===== src/sv/dqld_pkg.sv =====
// ----------------------------------------------------------------------------
// DNS query-name label decoder package
// Shared types and constants for the label decoder: decode phases, the
// input item, the result item and the stage handshake bundle.
// ----------------------------------------------------------------------------
`default_nettype none

package dqld_pkg;

  // Message layout constants.
  localparam int unsigned HeaderBytes = 12;
  localparam logic [3:0]  HEADER_LAST = 4'(HeaderBytes - 1);
  localparam logic [7:0]  DOT_CHAR    = 8'h2E;

  // Name limit register: width, reset value and effective ceiling.
  localparam int unsigned LimitWidth  = 9;
  localparam logic [LimitWidth-1:0] LIMIT_RESET = 9'd256;
  localparam logic [LimitWidth-1:0] LIMIT_MAX   = 9'd256;

  // Decode phase of the current message.
  typedef enum logic [1:0] {
    PH_HEADER,
    PH_LEN,
    PH_LABEL,
    PH_WAIT
  } phase_e;

  // One message byte as held in the input stage.
  typedef struct packed {
    logic [7:0] in_byte;
    logic       last;
  } item_t;

  // Input stage contents offered to the decoder.
  typedef struct packed {
    logic  valid;
    item_t item;
  } stage_t;

  // One result transaction.
  typedef struct packed {
    logic [7:0] out_char;
    logic       char_valid;
    logic       done_res;
    logic       error;
    logic [7:0] name_length;
  } result_t;

endpackage : dqld_pkg

`default_nettype wire


===== src/sv/dqld_byte_if.sv =====
// ----------------------------------------------------------------------------
// Message byte channel
// Valid/ready channel that carries one DNS message byte and its last flag.
// ----------------------------------------------------------------------------
`default_nettype none

interface dqld_byte_if;

  logic       valid;
  logic       ready;
  logic [7:0] in_byte;
  logic       last;

  modport source (output valid, output in_byte, output last, input ready);
  modport sink   (input valid, input in_byte, input last, output ready);

endinterface : dqld_byte_if

`default_nettype wire


===== src/sv/dqld_name_if.sv =====
// ----------------------------------------------------------------------------
// Decoded name channel
// Valid/ready channel that carries name characters and completion status.
// ----------------------------------------------------------------------------
`default_nettype none

interface dqld_name_if;

  logic       valid;
  logic       ready;
  logic [7:0] out_char;
  logic       char_valid;
  logic       done_res;
  logic       error;
  logic [7:0] name_length;

  modport source (
    output valid, output out_char, output char_valid, output done_res,
    output error, output name_length, input ready
  );
  modport sink (
    input valid, input out_char, input char_valid, input done_res,
    input error, input name_length, output ready
  );

endinterface : dqld_name_if

`default_nettype wire


===== src/sv/dqld_in_reg.sv =====
// ----------------------------------------------------------------------------
// Input stage register
// Captures one message byte per transaction and holds it until the decoder
// takes it.
// ----------------------------------------------------------------------------
`default_nettype none

module dqld_in_reg (
  input  wire logic            clk_i,
  input  wire logic            rst_ni,
  dqld_byte_if.sink            byte_i,
  input  wire logic            take_i,
  output dqld_pkg::stage_t     stage_o
);
  import dqld_pkg::*;

  logic  valid_q, valid_d;
  item_t item_q;

  // The stage can load whenever it is empty or its byte leaves this cycle.
  assign byte_i.ready = !valid_q || take_i;

  always_comb begin
    valid_d = valid_q;
    if (byte_i.ready) begin
      valid_d = byte_i.valid;
    end
  end

  always_ff @(posedge clk_i or negedge rst_ni) begin
    if (!rst_ni) begin
      valid_q <= 1'b0;
    end else begin
      valid_q <= valid_d;
    end
  end

  // Payload register, loaded on every accepted transaction.
  always_ff @(posedge clk_i) begin
    if (byte_i.valid && byte_i.ready) begin
      item_q.in_byte <= byte_i.in_byte;
      item_q.last    <= byte_i.last;
    end
  end

  assign stage_o.valid = valid_q;
  assign stage_o.item  = item_q;

endmodule : dqld_in_reg

`default_nettype wire


===== src/sv/dqld_out_reg.sv =====
// ----------------------------------------------------------------------------
// Result register
// Holds one result transaction until the receiver takes it.
// ----------------------------------------------------------------------------
`default_nettype none

module dqld_out_reg (
  input  wire logic            clk_i,
  input  wire logic            rst_ni,
  input  wire logic            load_i,
  input  wire dqld_pkg::result_t res_i,
  output logic                 free_o,
  dqld_name_if.source          name_o
);
  import dqld_pkg::*;

  logic    valid_q, valid_d;
  result_t res_q;

  // A new result may enter when the register is empty or is being drained.
  assign free_o = !valid_q || name_o.ready;

  always_comb begin
    valid_d = valid_q;
    if (free_o) begin
      valid_d = load_i;
    end
  end

  always_ff @(posedge clk_i or negedge rst_ni) begin
    if (!rst_ni) begin
      valid_q <= 1'b0;
    end else begin
      valid_q <= valid_d;
    end
  end

  always_ff @(posedge clk_i) begin
    if (load_i && free_o) begin
      res_q <= res_i;
    end
  end

  assign name_o.valid       = valid_q;
  assign name_o.out_char    = res_q.out_char;
  assign name_o.char_valid  = res_q.char_valid;
  assign name_o.done_res    = res_q.done_res;
  assign name_o.error       = res_q.error;
  assign name_o.name_length = res_q.name_length;

endmodule : dqld_out_reg

`default_nettype wire


===== src/sv/dqld_core.sv =====
// ----------------------------------------------------------------------------
// Label decoder core
// Message state machine: skips the header, walks the length-prefixed labels,
// emits characters and dots, and reports completion or error.
// ----------------------------------------------------------------------------
`default_nettype none

module dqld_core (
  input  wire logic            clk_i,
  input  wire logic            rst_ni,
  input  wire logic            cfg_we_i,
  input  wire logic [8:0]      cfg_wdata_i,
  input  wire dqld_pkg::stage_t stage_i,
  input  wire logic            out_free_i,
  output logic                 take_o,
  output logic                 res_valid_o,
  output dqld_pkg::result_t    res_o
);
  import dqld_pkg::*;

  logic [LimitWidth-1:0] name_limit_q;
  phase_e                phase_q, phase_d;
  logic [3:0]            header_count_q, header_count_d;
  logic [7:0]            label_left_q, label_left_d;
  logic [7:0]            out_count_q, out_count_d;
  logic                  had_label_q, had_label_d;

  logic [LimitWidth-1:0] lim_eff;
  logic [9:0]            need;
  logic                  overflow;
  logic                  has_res;
  logic [7:0]            b;
  logic                  last;
  logic [7:0]            label_left_dec;
  logic [7:0]            out_count_inc;

  assign b              = stage_i.item.in_byte;
  assign last           = stage_i.item.last;
  assign label_left_dec = label_left_q - 8'd1;
  assign out_count_inc  = out_count_q + 8'd1;

  // Name limit register; values above the ceiling act as the ceiling.
  always_ff @(posedge clk_i or negedge rst_ni) begin
    if (!rst_ni) begin
      name_limit_q <= LIMIT_RESET;
    end else if (cfg_we_i) begin
      name_limit_q <= cfg_wdata_i;
    end
  end

  assign lim_eff = (name_limit_q > LIMIT_MAX) ? LIMIT_MAX : name_limit_q;

  // Overflow when count + dot + label length reaches limit - 1.
  assign need     = 10'(out_count_q) + 10'(had_label_q) + 10'(b) + 10'd1;
  assign overflow = need >= 10'(lim_eff);

  // Next state and result for the byte in the input stage.
  always_comb begin
    phase_d        = phase_q;
    header_count_d = header_count_q;
    label_left_d   = label_left_q;
    out_count_d    = out_count_q;
    had_label_d    = had_label_q;
    has_res        = 1'b0;
    res_o          = '0;

    unique case (phase_q)
      PH_HEADER: begin
        if (header_count_q >= HEADER_LAST) begin
          phase_d        = PH_LEN;
          header_count_d = '0;
          if (last) begin
            has_res        = 1'b1;
            res_o.done_res = 1'b1;
          end
        end else begin
          header_count_d = header_count_q + 4'd1;
          if (last) begin
            has_res        = 1'b1;
            res_o.done_res = 1'b1;
            res_o.error    = 1'b1;
          end
        end
      end
      PH_LEN: begin
        if (b == 8'd0) begin
          has_res           = 1'b1;
          res_o.done_res    = 1'b1;
          res_o.name_length = out_count_q;
          phase_d           = PH_WAIT;
        end else if (overflow || last) begin
          has_res        = 1'b1;
          res_o.done_res = 1'b1;
          res_o.error    = 1'b1;
          phase_d        = PH_WAIT;
        end else begin
          // A dot separates this label from the previous one.
          if (had_label_q) begin
            has_res          = 1'b1;
            res_o.out_char   = DOT_CHAR;
            res_o.char_valid = 1'b1;
            out_count_d      = out_count_inc;
          end
          had_label_d  = 1'b1;
          label_left_d = b;
          phase_d      = PH_LABEL;
        end
      end
      PH_LABEL: begin
        has_res      = 1'b1;
        out_count_d  = out_count_inc;
        label_left_d = label_left_dec;
        if (label_left_dec == 8'd0) begin
          phase_d = PH_LEN;
        end
        if (last && (label_left_dec != 8'd0)) begin
          res_o.done_res = 1'b1;
          res_o.error    = 1'b1;
        end else begin
          res_o.out_char   = b;
          res_o.char_valid = 1'b1;
          if (last) begin
            res_o.done_res    = 1'b1;
            res_o.name_length = out_count_inc;
          end
        end
      end
      PH_WAIT: begin
        // Bytes after completion are dropped until the end of the message.
      end
      default: begin
        phase_d = PH_HEADER;
      end
    endcase

    // The end of a message always rearms the decoder.
    if (last) begin
      phase_d        = PH_HEADER;
      header_count_d = '0;
      label_left_d   = '0;
      out_count_d    = '0;
      had_label_d    = 1'b0;
    end
  end

  // A byte leaves the input stage unless its result has nowhere to go.
  assign take_o      = stage_i.valid && (!has_res || out_free_i);
  assign res_valid_o = take_o && has_res;

  // State registers, advanced once per consumed byte.
  always_ff @(posedge clk_i or negedge rst_ni) begin
    if (!rst_ni) begin
      phase_q        <= PH_HEADER;
      header_count_q <= '0;
      label_left_q   <= '0;
      out_count_q    <= '0;
      had_label_q    <= 1'b0;
    end else if (take_o) begin
      phase_q        <= phase_d;
      header_count_q <= header_count_d;
      label_left_q   <= label_left_d;
      out_count_q    <= out_count_d;
      had_label_q    <= had_label_d;
    end
  end

`ifndef SYNTHESIS
  // The final byte of a message leaves all message state cleared.
  assert property (@(posedge clk_i) disable iff (!rst_ni)
    take_o && last |=> phase_q == PH_HEADER && out_count_q == 8'd0 &&
                       had_label_q == 1'b0 && header_count_q == 4'd0)
    else $error("message state not cleared after last byte");

  // Inside a label there is always at least one byte left.
  assert property (@(posedge clk_i) disable iff (!rst_ni)
    phase_q == PH_LABEL |-> label_left_q != 8'd0)
    else $error("label phase with no bytes left");

  // The limit check keeps the character count below the buffer ceiling.
  assert property (@(posedge clk_i) disable iff (!rst_ni)
    out_count_q != 8'hFF)
    else $error("name length ran past the limit");

  // An error result never carries a character or a length.
  assert property (@(posedge clk_i) disable iff (!rst_ni)
    res_valid_o && res_o.error |-> res_o.done_res && !res_o.char_valid &&
                                   res_o.name_length == 8'd0)
    else $error("error result carries payload");

  // No result is produced for a byte that is not consumed.
  assert property (@(posedge clk_i) disable iff (!rst_ni)
    res_valid_o |-> stage_i.valid && out_free_i)
    else $error("result issued without a consumed byte");
`endif

endmodule : dqld_core

`default_nettype wire


===== src/sv/dns_qname_label_decoder_top.sv =====
// ----------------------------------------------------------------------------
// DNS query-name label decoder
// Turns the question name of a DNS message into a dotted character stream.
// ----------------------------------------------------------------------------
// Usage:
//   byte_i carries one message byte per transaction, header first, with last
//   set on the final byte. name_o carries zero or one transaction per byte:
//   a name character (label byte or dot), a completion with the name length,
//   or a completion with error, after which the receiver drops the characters
//   it already got for that message.
//   cfg_we_i/cfg_wdata_i write the name limit (buffer size with terminator);
//   write it only while the block is idle.
//   Path: an accepted byte is registered in the input register, decoded, and
//   its result is registered in the result register before reaching name_o.
//   Throughput: one byte per cycle while the result register is free, set by
//   the single decode step between the input and result registers.
//   Reset: the name limit returns to 256 and the decoder waits for a header.
//   Stall: a pending result holds in the result register; one more byte may
//   wait in the input register, after which byte_i.ready drops. Bytes that
//   give no result still pass while the receiver stalls.
// ----------------------------------------------------------------------------
`default_nettype none

module dns_qname_label_decoder_top (
  input  wire logic       clk_i,
  input  wire logic       rst_ni,
  input  wire logic       cfg_we_i,
  input  wire logic [8:0] cfg_wdata_i,
  dqld_byte_if.sink       byte_i,
  dqld_name_if.source     name_o
);
  import dqld_pkg::*;

  stage_t  stage;
  result_t res;
  logic    take;
  logic    res_valid;
  logic    out_free;

  // Input register stage.
  dqld_in_reg u_in_reg (
    .clk_i   (clk_i),
    .rst_ni  (rst_ni),
    .byte_i  (byte_i),
    .take_i  (take),
    .stage_o (stage)
  );

  // Decode step and message state.
  dqld_core u_core (
    .clk_i       (clk_i),
    .rst_ni      (rst_ni),
    .cfg_we_i    (cfg_we_i),
    .cfg_wdata_i (cfg_wdata_i),
    .stage_i     (stage),
    .out_free_i  (out_free),
    .take_o      (take),
    .res_valid_o (res_valid),
    .res_o       (res)
  );

  // Result register.
  dqld_out_reg u_out_reg (
    .clk_i  (clk_i),
    .rst_ni (rst_ni),
    .load_i (res_valid),
    .res_i  (res),
    .free_o (out_free),
    .name_o (name_o)
  );

endmodule : dns_qname_label_decoder_top

`default_nettype wire


===== src/flat_wrapper.sv =====
// flat-port wrapper written by rule: the top's interface ports become plain ports
module dns_qname_label_decoder_top_flat import dqld_pkg::*;
  (clk_i, rst_ni, cfg_we_i, cfg_wdata_i, byte_i_valid, byte_i_in_byte, byte_i_last, byte_i_ready, name_o_valid, name_o_out_char, name_o_char_valid, name_o_done_res, name_o_error, name_o_name_length, name_o_ready);
  dqld_byte_if byte_i_i ();
  dqld_name_if name_o_i ();
  input  wire logic clk_i;
  input  wire logic rst_ni;
  input  wire logic cfg_we_i;
  input  wire logic [8:0] cfg_wdata_i;
  input wire logic [$bits(byte_i_i.valid)-1:0] byte_i_valid;
  input wire logic [$bits(byte_i_i.in_byte)-1:0] byte_i_in_byte;
  input wire logic [$bits(byte_i_i.last)-1:0] byte_i_last;
  output wire logic [$bits(byte_i_i.ready)-1:0] byte_i_ready;
  output wire logic [$bits(name_o_i.valid)-1:0] name_o_valid;
  output wire logic [$bits(name_o_i.out_char)-1:0] name_o_out_char;
  output wire logic [$bits(name_o_i.char_valid)-1:0] name_o_char_valid;
  output wire logic [$bits(name_o_i.done_res)-1:0] name_o_done_res;
  output wire logic [$bits(name_o_i.error)-1:0] name_o_error;
  output wire logic [$bits(name_o_i.name_length)-1:0] name_o_name_length;
  input wire logic [$bits(name_o_i.ready)-1:0] name_o_ready;
  assign byte_i_i.valid = byte_i_valid;
  assign byte_i_i.in_byte = byte_i_in_byte;
  assign byte_i_i.last = byte_i_last;
  assign byte_i_ready = byte_i_i.ready;
  assign name_o_valid = name_o_i.valid;
  assign name_o_out_char = name_o_i.out_char;
  assign name_o_char_valid = name_o_i.char_valid;
  assign name_o_done_res = name_o_i.done_res;
  assign name_o_error = name_o_i.error;
  assign name_o_name_length = name_o_i.name_length;
  assign name_o_i.ready = name_o_ready;
  dns_qname_label_decoder_top u_core (.clk_i(clk_i), .rst_ni(rst_ni), .cfg_we_i(cfg_we_i), .cfg_wdata_i(cfg_wdata_i), .byte_i(byte_i_i), .name_o(name_o_i));
endmodule

===== config.mk =====
export PLATFORM = sky130hd
export DESIGN_NAME = dns_qname_label_decoder_top_flat
export DESIGN_NICKNAME = d
export VERILOG_FILES = /design/src/sv/dqld_pkg.sv /design/src/sv/dqld_byte_if.sv /design/src/sv/dqld_name_if.sv /design/src/sv/dqld_in_reg.sv /design/src/sv/dqld_out_reg.sv /design/src/sv/dqld_core.sv /design/src/sv/dns_qname_label_decoder_top.sv /design/src/flat_wrapper.sv
export SDC_FILE = /design/constraint.sdc
export NUM_CORES = 1
export LEC_CHECK = 0
export ABC_AREA = 0
export BUFFER_PORTS_ARGS = -buffer_cell sky130_fd_sc_hd__buf_2
export CORE_AREA = 2 2 102 104
export DETAILED_ROUTE_END_ITERATION = 16
export DIE_AREA = 0 0 104 106
export SYNTH_ARGS = -nofsm -noshare
export SYNTH_HDL_FRONTEND = slang
export SYNTH_SLANG_ARGS = --single-unit

===== constraint.sdc =====
create_clock -name clk_i -period 11 [get_ports clk_i]
set_clock_uncertainty 0.15 [all_clocks]
set_input_delay 1.1 -clock clk_i [delete_from_list [all_inputs] [get_ports clk_i]]
set_output_delay 1.1 -clock clk_i [all_outputs]
set_load 0.01 [all_outputs]

==> flow_summary.toml <==
[synth]
synth-seq-cells = 62
yosys_warnings = 0
yosysMostFrequentCell = "nand2_1"
synth_area_leaders = "edfxtp_1 22%, dfrtp_1 21%, ha_1 11%, nand2_1 4.2%, o21ai_0 3.1%"
syn_inst = 392
post_synth.cell_area_avg_um2 = 9.89
yosys-top-cells-count = "43 x nand2_1, 33 x dfrtp_1, 33 x ha_1"
ys_seq_area_frac = 0.437
synth_cell_type_count = 58
ys.flop_type = "dfrtp_1"
async_flop_share = 0.548
synth_edf_count = 28
yosys.area.top_type = "edfxtp_1"
synth_top_area_frac = 0.217
netlist_area_um2 = 3880
syn_nets = 449

[cts]
root_buffer = "clkbuf_8"
numCtsBuffers = 9
cts_sinks = 62
cts_setup_buffers = 0
cts_tree = "built"
clock_latency_ns = 0.36
cts_hold_buf = 0
h-tree-depth = 3
ctsResizeCount = 0
clkTransAtPathRegs_ns = 0.07
clock_path_buffers = 2

[outcome]
status = "finished clean"

[floorplan]
fp.dieH_um = 106
num_rows = 37
die_w_um = 104
ioPinCount = 44
initial_utilization = 0.388
core_um2 = 10000
fp.dieArea_um2 = 11000

[drt]
dr_wl_met2_um = 4120
wl_um = 9050
topRoutingLayerUsed = "met4"
wl_met3_um = 429
first_pass_iters = 4
avgRoutedWirePerCell_um = 15.7
drc = 0
wl_met1_um = 4310
initialDrtViolationCount = 258
antenna_left = 0
vias = 3112
vias_per_cell = 5.41

[placement]
globalplace.congestion = 0.861
placed_cell_area_um2 = 4220
hpwlAfterDp_um = 6520
port_buffers = 43

[layout]
regArea_um2 = 1690
area_growth_syn_to_layout_pct = 14.2
multi_input_area_um2 = 2060
final_area_um2 = 4430
drive_gt1_frac = 0.166
nets = 491
antenna_cells = 0
fill_cells = 1007

[sta]
final-setup-viol-count = 0
final.setup.tns_ns = 0
drv_slew = 0
fmax_mhz = 171
post-route-min-period_ns = 5.84
hold_viol = 0
rsz0062_at_grt = "false"
relSlewSlack = 0.354
min_period_over_period = 0.531
tightest_slew_ns = 0.966

[worst_setup_path]
worstPathArrival_ns = 4.59
crit_chain = "inv_1 -> ha_1 -> inv_1 -> ha_1 -> inv_1 -> fa_1 -> nor2b_1 -> o21ai_0 -> nand2b_1 -> a21o_1 -> a21oi_1 -> o21ai_0 -> xor2_1 -> ha_1 -> nand4_1 -> a21oi_1 -> a2111oi_4 -> and3_4 -> a21o_1 -> a21oi_1 -> nand3_1 -> buf_2"
cp_num_buf_inv = 4
crit_slowest_cell = "dfrtp_1"
worst-setup-path-type = "flip-flop to primary output"
worst-path-stages = 22
r2r_slack_ns = 5.21
worstSetupEndpointType = "primary output"
r2r_start = "u_core.u_core.out_count_q[0]$_DFFE_PN0P_"
max_stage_delay_ns = 0.44
cp-start-kind = "flip-flop"
worst_ep_required_time_ns = 9.75
ff2ff_path_depth = 21
r2r_end = "u_core.u_out_reg.name_o.out_char[6]$_DFFE_PP_"
cp_max_fo = 7
cp_top_family = "compound AO/OA/AOI/OAI gates"

[flow_run]
cap_violations = 0

[hold_path]
min_from = "u_core.u_core.name_limit_q[0]$_DFFE_PN0P_"
hp-class = "flip-flop to flip-flop"
hold_depth = 1
whs_endpoint = "u_core.u_core.name_limit_q[0]$_DFFE_PN0P_"

[power_and_ir_drop]
clock_power_share = 0.268
p_per_area_nw_per_um2 = 186
combPwrFrac = 0.356
intPower_uw = 533
seq_power_share = 0.376
peakVddDrop_uv = 84.4
p_sw_frac = 0.351
p_switching_uw = 289
p_leak_uw = 0.00184

[global_route]
grt_usage = 0.174
gr-total-overflow = 0
grt_max_degree = 39
grt_pass1_wl_um = 15000
grt_pass1_vias = 2929
grt_antenna_before_repair = 0
power by group through the flow:
stage / Clock [µW] / Sequential [µW] / Combinational (µW)
4_1_cts: 226 / 309 / 294
5_1_grt: 235 / 314 / 333
3_3_place_gp: 0 / 312 / 287
3_5_place_dp: 0 / 313 / 293
6_report: 220 / 310 / 293
2_1_floorplan: 0 / 307 / 228
flip-flops by register name (all words and copies together) (netlist names):
name,flops
u_core.u_out_reg.name_o.out_char,8
u_core.u_core.out_count_q,8
u_core.u_core.label_left_q,8
u_core.u_core.phase_q,2
u_core.u_core.name_limit_q,9
u_core.u_in_reg.valid_q,1
u_core.u_out_reg.name_o.done_res,1
u_core.u_out_reg.name_o.error,1
u_core.u_core.had_label_q,1
u_core.u_out_reg.name_o.name_length,8
u_core.u_in_reg.stage_o,9
u_core.u_core.header_count_q,4
u_core.u_out_reg.name_o.char_valid,1
u_core.u_out_reg.name_o.valid,1
worst reg2reg max path, delay by kind of cell (launching register included):
kind	cells	cell delay (ns)
compound gates	7	1.01
fa+ha+maj	4	1.16
simple gates	6	2.24
flops	1	0.44
buf+inv	3	0.22
xor+xnor	1	0.18
metrics by stage:
step                setup slack, ns  power (µW)  hold slack, ns  std cells   util
CTS                            5.20         829           0.360        575  0.443
floorplan                      6.10         534           0.323        392      -
global route                   4.80         883           0.379        575  0.443
detailed placement             5.28         606           0.343        559  0.422
global placement               5.45         599           0.342        559  0.422
finish                         5.16         822           0.352        575  0.443
layout make-up:
type | count | area share
sequential | 62 | 0.382
clock buffer | 9 | 0.0280
inverter | 19 | 0.0161
clock inverter | 7 | 0.0201
multi-input combinational | 298 | 0.465
timing repair buffer | 44 | 0.0503
tap | 136 | 0.0384
logic make-up (layout without fill, tap and decap cells):
logic type      Yosys count  in the layout  synth area share
simple gates            139            139             0.188
compound gates          103            103             0.176
flops                    62             62             0.437
fa+ha+maj                34             34             0.112
buf+inv                  32             79            0.0326
xor+xnor                 13             13            0.0294
mux                       9              9            0.0258
cell usage in the layout (no fill, tap or decap), types with 8 or more instances in the layout:
cell type,count
nand2_1,43
buf_2,43
ha_1,33
dfrtp_1,33
edfxtp_1,28
o21ai_0,24
a21oi_1,23
inv_1,17
nor2_1,15
nand3_1,11
nor2b_1,10
nand2b_1,10
and3_1,10
clkbuf_8,9
and2_1,8
mux2_2,8
layer usage:
metal	vias up	global-route usage
li1	1527	-
met1	1481	0.231
met2	91	0.273
met3	13	0.0337
met4	0	0.0859
met5	-	0
worst max path at each step:
| stage | end | slack (ns) | start |
|---|---|---|---|
| after floorplan | byte_i_ready | 6.10 | u_core.u_core.out_count_q[0]$_DFFE_PN0P_ |
| after global placement | u_core.u_out_reg.name_o.name_length[6]$_DFFE_PP_ | 5.45 | u_core.u_core.out_count_q[0]$_DFFE_PN0P_ |
| after detailed placement | u_core.u_out_reg.name_o.name_length[6]$_DFFE_PP_ | 5.28 | u_core.u_core.out_count_q[0]$_DFFE_PN0P_ |
| after CTS | byte_i_ready | 5.20 | u_core.u_core.out_count_q[0]$_DFFE_PN0P_ |
| after global routing | u_core.u_out_reg.name_o.out_char[4]$_DFFE_PP_ | 4.80 | u_core.u_core.out_count_q[0]$_DFFE_PN0P_ |
| final | byte_i_ready | 5.16 | u_core.u_core.out_count_q[0]$_DFFE_PN0P_ |
Power figures use the tool's default switching activity.
